<file path="config.mk">
export PLATFORM = sky130hd
export DESIGN_NAME = ycbcr_to_rgb_pixel
export DESIGN_NICKNAME = d
export VERILOG_FILES = /design/src/sv/y2r_pkg.sv /design/src/sv/y2r_cfg.sv /design/src/sv/y2r_conv.sv /design/src/sv/ycbcr_to_rgb_pixel.sv
export SDC_FILE = /design/constraint.sdc
export NUM_CORES = 2
export LEC_CHECK = 0
export ABC_CLOCK_PERIOD_IN_PS = 39500
export BUFFER_PORTS_ARGS = -buffer_cell sky130_fd_sc_hd__buf_4
export CORE_ASPECT_RATIO = 0.5
export CORE_MARGIN = 1.5
export CORE_UTILIZATION = 35
export DETAILED_ROUTE_END_ITERATION = 10
export GPL_TIMING_DRIVEN = 0
export HOLD_SLACK_MARGIN = 0.05
export PLACE_DENSITY = 0.54
export SLEW_MARGIN = 30
export SYNTH_ARGS = -nofsm -noshare
export SYNTH_HDL_FRONTEND = slang
export SYNTH_HIERARCHICAL = 1
export SYNTH_SLANG_ARGS = --single-unit
export TNS_END_PERCENT = 50
</file>
<file path="constraint.sdc">
create_clock -name clk_i -period 39.5 [get_ports clk_i]
set_input_delay 7.9 -clock clk_i [delete_from_list [all_inputs] [get_ports clk_i]]
set_output_delay 7.9 -clock clk_i [all_outputs]
set_load 0.01 [all_outputs]
</file>
<file path="src/sv/y2r_pkg.sv">
package y2r_pkg;

  // colour matrix codes
  typedef enum logic [1:0] {
    MAT_GBR    = 2'd0,
    MAT_BT709  = 2'd1,
    MAT_BT2020 = 2'd2,
    MAT_BT601  = 2'd3
  } matrix_e;

  // configuration register indexes
  typedef enum logic [2:0] {
    REG_MATRIX   = 3'd0,
    REG_FULL     = 3'd1,
    REG_SHIFT    = 3'd2,
    REG_SWAP     = 3'd3,
    REG_ALPHA_EN = 3'd4
  } reg_idx_e;

  localparam int unsigned SampleW = 16;
  localparam int unsigned ShiftW  = 4;
  localparam int unsigned CfgIdxW = 3;
  localparam int unsigned CfgDatW = 4;

  typedef struct packed {
    matrix_e           matrix;
    logic              full_swing;
    logic [ShiftW-1:0] shift;
    logic              swap_rb;
    logic              alpha_en;
  } cfg_t;

  typedef struct packed {
    logic [SampleW-1:0] luma;
    logic [SampleW-1:0] cb;
    logic [SampleW-1:0] cr;
    logic [SampleW-1:0] alpha;
    logic               alpha_present;
  } pix_t;

  typedef struct packed {
    logic [7:0] first;
    logic [7:0] second;
    logic [7:0] third;
    logic [7:0] fourth;
  } rgba_t;

  typedef struct packed {
    logic signed [15:0] kr;
    logic signed [15:0] kg1;
    logic signed [15:0] kg2;
    logic signed [15:0] kb;
  } coef_t;

  function automatic coef_t coef_lookup(matrix_e m, logic full);
    coef_t k;
    k = '0;
    unique case (m)
      MAT_BT709: begin
        if (full) begin
          k.kr = 16'sd403;    k.kg1 = -16'sd48;   k.kg2 = -16'sd120;  k.kb = 16'sd475;
        end else begin
          k.kr = 16'sd14744;  k.kg1 = -16'sd1754; k.kg2 = -16'sd4383; k.kb = 16'sd17373;
        end
      end
      MAT_BT2020: begin
        if (full) begin
          k.kr = 16'sd377;    k.kg1 = -16'sd42;   k.kg2 = -16'sd146;  k.kb = 16'sd482;
        end else begin
          k.kr = 16'sd13806;  k.kg1 = -16'sd1541; k.kg2 = -16'sd5349; k.kb = 16'sd17615;
        end
      end
      MAT_BT601: begin
        if (full) begin
          k.kr = 16'sd359;    k.kg1 = -16'sd88;   k.kg2 = -16'sd183;  k.kb = 16'sd454;
        end else begin
          k.kr = 16'sd13126;  k.kg1 = -16'sd3222; k.kg2 = -16'sd6686; k.kb = 16'sd16591;
        end
      end
      default: k = '0;
    endcase
    return k;
  endfunction

endpackage

</file>
<file path="src/sv/y2r_cfg.sv">
module y2r_cfg (
  input  logic                        clk_i,
  input  logic                        rst_ni,
  input  logic                        cfg_valid_i,
  output logic                        cfg_ready_o,
  input  logic [y2r_pkg::CfgIdxW-1:0] cfg_index_i,
  input  logic [y2r_pkg::CfgDatW-1:0] cfg_data_i,
  output y2r_pkg::cfg_t               cfg_o
);

  y2r_pkg::cfg_t cfg_d, cfg_q;

  assign cfg_ready_o = 1'b1;
  assign cfg_o       = cfg_q;

  always_comb begin
    cfg_d = cfg_q;
    if (cfg_valid_i) begin
      unique case (y2r_pkg::reg_idx_e'(cfg_index_i))
        y2r_pkg::REG_MATRIX:   cfg_d.matrix     = y2r_pkg::matrix_e'(cfg_data_i[1:0]);
        y2r_pkg::REG_FULL:     cfg_d.full_swing = cfg_data_i[0];
        y2r_pkg::REG_SHIFT:    cfg_d.shift      = cfg_data_i[y2r_pkg::ShiftW-1:0];
        y2r_pkg::REG_SWAP:     cfg_d.swap_rb    = cfg_data_i[0];
        y2r_pkg::REG_ALPHA_EN: cfg_d.alpha_en   = cfg_data_i[0];
        default: ;
      endcase
    end
  end

  always_ff @(posedge clk_i or negedge rst_ni) begin
    if (!rst_ni) begin
      cfg_q.matrix     <= y2r_pkg::MAT_BT601;
      cfg_q.full_swing <= 1'b0;
      cfg_q.shift      <= '0;
      cfg_q.swap_rb    <= 1'b0;
      cfg_q.alpha_en   <= 1'b0;
    end else begin
      cfg_q <= cfg_d;
    end
  end

endmodule

</file>
<file path="src/sv/y2r_conv.sv">
module y2r_conv (
  input  y2r_pkg::cfg_t  cfg_i,
  input  y2r_pkg::pix_t  pix_i,
  output y2r_pkg::rgba_t rgba_o
);

  logic [15:0]        y_sh, cb_sh, cr_sh, a_sh;
  logic [7:0]         y_lim, cb_lim, cr_lim, y_off;
  logic signed [17:0] cbz, crz;
  logic signed [27:0] y_term, bias;
  logic signed [33:0] p_r, p_g1, p_g2, p_b;
  logic signed [27:0] sum_r, sum_g, sum_b;
  logic [7:0]         r, g, b;
  y2r_pkg::coef_t     k;

  function automatic logic [7:0] clamp_lim(logic [15:0] v, logic [7:0] hi);
    logic [7:0] res;
    if (v < 16'd16) begin
      res = 8'd16;
    end else if (v > {8'd0, hi}) begin
      res = hi;
    end else begin
      res = v[7:0];
    end
    return res;
  endfunction

  function automatic logic [7:0] sat8(logic [15:0] v);
    return (|v[15:8]) ? 8'hFF : v[7:0];
  endfunction

  // floor shift then clamp to a byte
  function automatic logic [7:0] finish(logic signed [27:0] s, logic full);
    logic signed [27:0] q;
    logic [7:0]         res;
    q = full ? (s >>> 8) : (s >>> 13);
    if (q < 0) begin
      res = 8'd0;
    end else if (q > 28'sd255) begin
      res = 8'hFF;
    end else begin
      res = q[7:0];
    end
    return res;
  endfunction

  assign y_sh  = pix_i.luma  >> cfg_i.shift;
  assign cb_sh = pix_i.cb    >> cfg_i.shift;
  assign cr_sh = pix_i.cr    >> cfg_i.shift;
  assign a_sh  = pix_i.alpha >> cfg_i.shift;

  assign y_lim  = clamp_lim(y_sh, 8'd235);
  assign cb_lim = clamp_lim(cb_sh, 8'd240);
  assign cr_lim = clamp_lim(cr_sh, 8'd240);
  assign y_off  = y_lim - 8'd16;

  assign k = y2r_pkg::coef_lookup(cfg_i.matrix, cfg_i.full_swing);

  always_comb begin
    if (cfg_i.full_swing) begin
      cbz    = $signed({2'b00, cb_sh}) - 18'sd128;
      crz    = $signed({2'b00, cr_sh}) - 18'sd128;
      // y*256 added before the shift is exact after the floor
      y_term = $signed({4'd0, y_sh, 8'd0});
      bias   = 28'sd128;
    end else begin
      cbz    = $signed({10'd0, cb_lim}) - 18'sd128;
      crz    = $signed({10'd0, cr_lim}) - 18'sd128;
      y_term = $signed({6'd0, {14'd0, y_off} * 22'd9576});
      bias   = 28'sd4096;
    end
  end

  assign p_r  = k.kr  * crz;
  assign p_g1 = k.kg1 * cbz;
  assign p_g2 = k.kg2 * crz;
  assign p_b  = k.kb  * cbz;

  assign sum_r = y_term + $signed(p_r[27:0]) + bias;
  assign sum_g = y_term + $signed(p_g1[27:0]) + $signed(p_g2[27:0]) + bias;
  assign sum_b = y_term + $signed(p_b[27:0]) + bias;

  always_comb begin
    if (cfg_i.matrix == y2r_pkg::MAT_GBR) begin
      r = sat8(cr_sh);
      g = sat8(y_sh);
      b = sat8(cb_sh);
    end else begin
      r = finish(sum_r, cfg_i.full_swing);
      g = finish(sum_g, cfg_i.full_swing);
      b = finish(sum_b, cfg_i.full_swing);
    end
  end

  assign rgba_o.first  = cfg_i.swap_rb ? b : r;
  assign rgba_o.second = g;
  assign rgba_o.third  = cfg_i.swap_rb ? r : b;
  assign rgba_o.fourth = (cfg_i.alpha_en && pix_i.alpha_present) ? a_sh[7:0] : 8'hFF;

endmodule

</file>
<file path="src/sv/ycbcr_to_rgb_pixel.sv">
// YCbCr (plus optional alpha) to packed 8-bit RGB/BGR, one pixel per item.
// Input channel: in_valid_i / in_stall_o with the luma, Cb, Cr, alpha samples
// and the alpha_present flag; an item is taken when valid is high and stall low.
// Output channel: out_valid_o / out_stall_i with four bytes per item.
// Configuration: cfg_valid_i / cfg_ready_o with a register index and data;
// ready is always high. Write registers only while no item is in flight.
// Path: an accepted item is held in the input register, passes the conversion
// logic and is presented from the result register.
// Throughput: one item per cycle unless the output stalls; the conversion is
// one combinational pass: four coefficient multiplies, an add tree per channel.
// A stalled result holds in the result register while a further item can
// still be taken into the input register; in_stall_o rises only when both
// registers are full and the output is stalled.
// Reset clears both valid flags and sets the registers to BT.601, limited
// range, no shift, RGB order and alpha disabled.
module ycbcr_to_rgb_pixel (
  input  logic                        clk_i,
  input  logic                        rst_ni,
  input  logic                        in_valid_i,
  output logic                        in_stall_o,
  input  logic [15:0]                 luma_sample_i,
  input  logic [15:0]                 blue_diff_sample_i,
  input  logic [15:0]                 red_diff_sample_i,
  input  logic [15:0]                 alpha_sample_i,
  input  logic                        alpha_present_i,
  output logic                        out_valid_o,
  input  logic                        out_stall_i,
  output logic [7:0]                  first_byte_o,
  output logic [7:0]                  second_byte_o,
  output logic [7:0]                  third_byte_o,
  output logic [7:0]                  fourth_byte_o,
  input  logic                        cfg_valid_i,
  output logic                        cfg_ready_o,
  input  logic [y2r_pkg::CfgIdxW-1:0] cfg_index_i,
  input  logic [y2r_pkg::CfgDatW-1:0] cfg_data_i
);

  y2r_pkg::cfg_t  cfg;
  y2r_pkg::pix_t  pix_q;
  y2r_pkg::rgba_t rgba, rgba_q;
  logic           in_vld_d, in_vld_q, out_vld_d, out_vld_q;
  logic           out_adv, in_acc;

  y2r_cfg u_cfg (
    .clk_i       (clk_i),
    .rst_ni      (rst_ni),
    .cfg_valid_i (cfg_valid_i),
    .cfg_ready_o (cfg_ready_o),
    .cfg_index_i (cfg_index_i),
    .cfg_data_i  (cfg_data_i),
    .cfg_o       (cfg)
  );

  y2r_conv u_conv (
    .cfg_i  (cfg),
    .pix_i  (pix_q),
    .rgba_o (rgba)
  );

  // result register frees up when empty or being taken
  assign out_adv    = !out_vld_q || !out_stall_i;
  assign in_stall_o = in_vld_q && !out_adv;
  assign in_acc     = in_valid_i && !in_stall_o;

  always_comb begin
    in_vld_d  = in_vld_q;
    out_vld_d = out_vld_q;
    if (out_adv) begin
      out_vld_d = in_vld_q;
      in_vld_d  = 1'b0;
    end
    if (in_acc) begin
      in_vld_d = 1'b1;
    end
  end

  always_ff @(posedge clk_i or negedge rst_ni) begin
    if (!rst_ni) begin
      in_vld_q  <= 1'b0;
      out_vld_q <= 1'b0;
    end else begin
      in_vld_q  <= in_vld_d;
      out_vld_q <= out_vld_d;
    end
  end

  always_ff @(posedge clk_i) begin
    if (in_acc) begin
      pix_q.luma          <= luma_sample_i;
      pix_q.cb            <= blue_diff_sample_i;
      pix_q.cr            <= red_diff_sample_i;
      pix_q.alpha         <= alpha_sample_i;
      pix_q.alpha_present <= alpha_present_i;
    end
    if (out_adv && in_vld_q) begin
      rgba_q <= rgba;
    end
  end

  assign out_valid_o   = out_vld_q;
  assign first_byte_o  = rgba_q.first;
  assign second_byte_o = rgba_q.second;
  assign third_byte_o  = rgba_q.third;
  assign fourth_byte_o = rgba_q.fourth;

endmodule
</file>
==> reports/qor.yml <==
rsz0062_at_grt: "false"
syn_area_per_cell_um2: 9.32
post_cts_resized: 0
wl_per_cell_um: 27.8
cts_buffers: 9
slew_violations: 0
cp-end-kind: "flop"
initial_core_util: 0.354
status: "finished clean"
maxCapViolCount: 0
core-area_um2: 124000
crit_top_cell: "fa_1"
r2r_cells: 61
synth_top_flop_cell: "edfxtp_1"
slew_headroom: 0.249
worstSetupStartpoint: "u_cfg/cfg_o[2]"
finalCritPeriodShare: 0.465
antenna_found_initial: 24
drt-pass1-iter-count: 9
hpwlAfterDp_um: 159000
worstSetupPathDepth: 61
synth_fp_nets: 6115
portBuffers: 110
grt_usage: 0.289
cts_tree: "yes"
fmax_ghz: 0.0544
final_common_cell: "inv_1"
hold_violations: 0
nNetsFinal: 6250
hold_depth: 1
critPathMaxStageDelay_ps: 910
synth_seq_cells: 108
drtIter0Drc: 3739
vias: 34946
clock_skew_ps: 15.4
drive_gt1_frac: 0.0734
grt_pass1_vias: 36183
setup-violations-final: 0
startpoint_type: "flop"
layout_common_cells: "inv_1, fa_1, nand2_1"
antenna_left: 0
grt_overflow_total: 0
r2r_start: "u_cfg/cfg_o[2]"
ys_types: 105
syn_to_final_growth_pct: 8.52
final.setup.tns_ps: 0
hold_path.class: "reg2reg"
place_congestion: 1.04
synthCells: 4698
die_x_um: 503
min_period_ps: 18390
critPathKind: "reg2reg"
cp_top_family: "adder cells"
htreeDepth: 3
worstPathArrival_ps: 18450
slowest_stage: "a211oi_2"
async_reset_ff_frac: 0.102
grt_pass1_wl_um: 260000
synth_edf_count: 97
post-route-drc-count: 0
worst_pin_slew_ps: 1130
synth_area_um2: 43800
seq_area_frac_synth: 0.0728
critPathRequiredTime_ps: 39560
clockBufferDepth: 2
cts-root-buf: "clkbuf_16"
cts.sinks: 108
drt-total-wl_um: 181000
ys_warn_count: 6
post-cts-setup-buffers: 0
grt_max_degree: 46
crit_fanout: 10
vias_per_cell: 5.36
hold_path.startpoint: "in_vld_q"
clkLatencyLatePin_ps: 380
rows: 91
pin_count: 112
crit_buf_inv: 16
clkTransAtPathRegs_ps: 80
die_area_um2: 127000
hold_buffers: 0
die_h_um: 253
-- through the flow --
stage	setup WS, ps	utilization	std cells	instance area, um2	hold slack [ps]
floorplan	23540	-	4698	43800	458
global placement	20820	0.378	6482	46700	476
detailed placement	21250	0.381	6495	47100	502
CTS	21210	0.384	6511	47500	518
global route	20330	0.384	6512	47500	547
finish	21110	0.384	6521	47500	514
-- Yosys cell counts (42+ instances only) --
library cell	number	area (um2)
a21oi_1	118	591
mux2i_1	58	581
nor2_1	383	1440
xnor2_1	105	920
o21ai_0	85	425
ha_1	360	4500
edfxtp_1	97	2910
inv_1	1202	4510
fa_1	980	19600
clkbuf_1	129	484
nand3_1	45	225
and2_1	58	363
nand2_1	456	1710
a21o_1	42	315
-- worst reg2reg max path: cells and delay by family, from the launching register on --
kind / cells / cell delay, ps
AOI/OAI and AO/OA: 22 / 6000
and+or+nand+nor: 4 / 1180
muxes: 2 / 580
DFF: 1 / 580
xor gates and xnor gates: 2 / 680
buffers and inverters: 16 / 2260
adders and majority gates: 15 / 6790
-- cells by family (layout without fill, tap and decap cells) --
kind of cell,after synthesis,in the layout,synth area share
xor gates and xnor gates,135,135,0.0273
buffers and inverters,1374,1514,0.120
and+or+nand+nor,1159,1159,0.119
muxes,127,127,0.0420
DFF,108,108,0.0728
adders and majority gates,1340,1340,0.551
other,1,10,0.0000856
AOI/OAI and AO/OA,454,454,0.0688
-- sequential cells by signal, summed over array words and instances, names as in the netlist --
| name | flops |
|---|---|
| out_valid_o | 1 |
| third_byte_o | 8 |
| fourth_byte_o | 8 |
| second_byte_o | 8 |
| u_cfg/cfg_o | 9 |
| pix_q | 65 |
| in_vld_q | 1 |
| first_byte_o | 8 |
-- metal layers --
metal,track usage,part of all wire,vias to the layer above
met5,0,0.00047,-
met4,0.0738,0.029,14
met3,0.0910,0.12,259
met2,0.408,0.40,1759
met1,0.423,0.45,18240
li1,-,-,14674
-- worst paths after layout --
| path | endpoint | slack (ps) |
|---|---|---|
| min reg2reg | out_valid_o | 510 |
| max reg2reg | second_byte_o[4] | 21110 |
| min in group asynchronous | u_cfg/cfg_o[4] | 7360 |
| min | out_valid_o | 510 |
| max in group asynchronous | u_cfg/cfg_o[8] | 31920 |
| max | second_byte_o[4] | 21110 |
-- cell type report --
cell class | instances | area (um2)
Sequential cell | 108 | 3190
Multi-Input combinational cell | 3216 | 35600
Tap cell | 1674 | 2090
Clock buffer | 9 | 225
Inverter | 1207 | 4530
Buffer | 167 | 738
Clock inverter | 7 | 103
Timing Repair Buffer | 124 | 988
Fill cell | 12731 | 76100
Antenna cell | 9 | 22.5
Power is left out: the tool's default activity adds up to more than one toggle a clock period on the data nets, which glitch-free logic cannot reach.
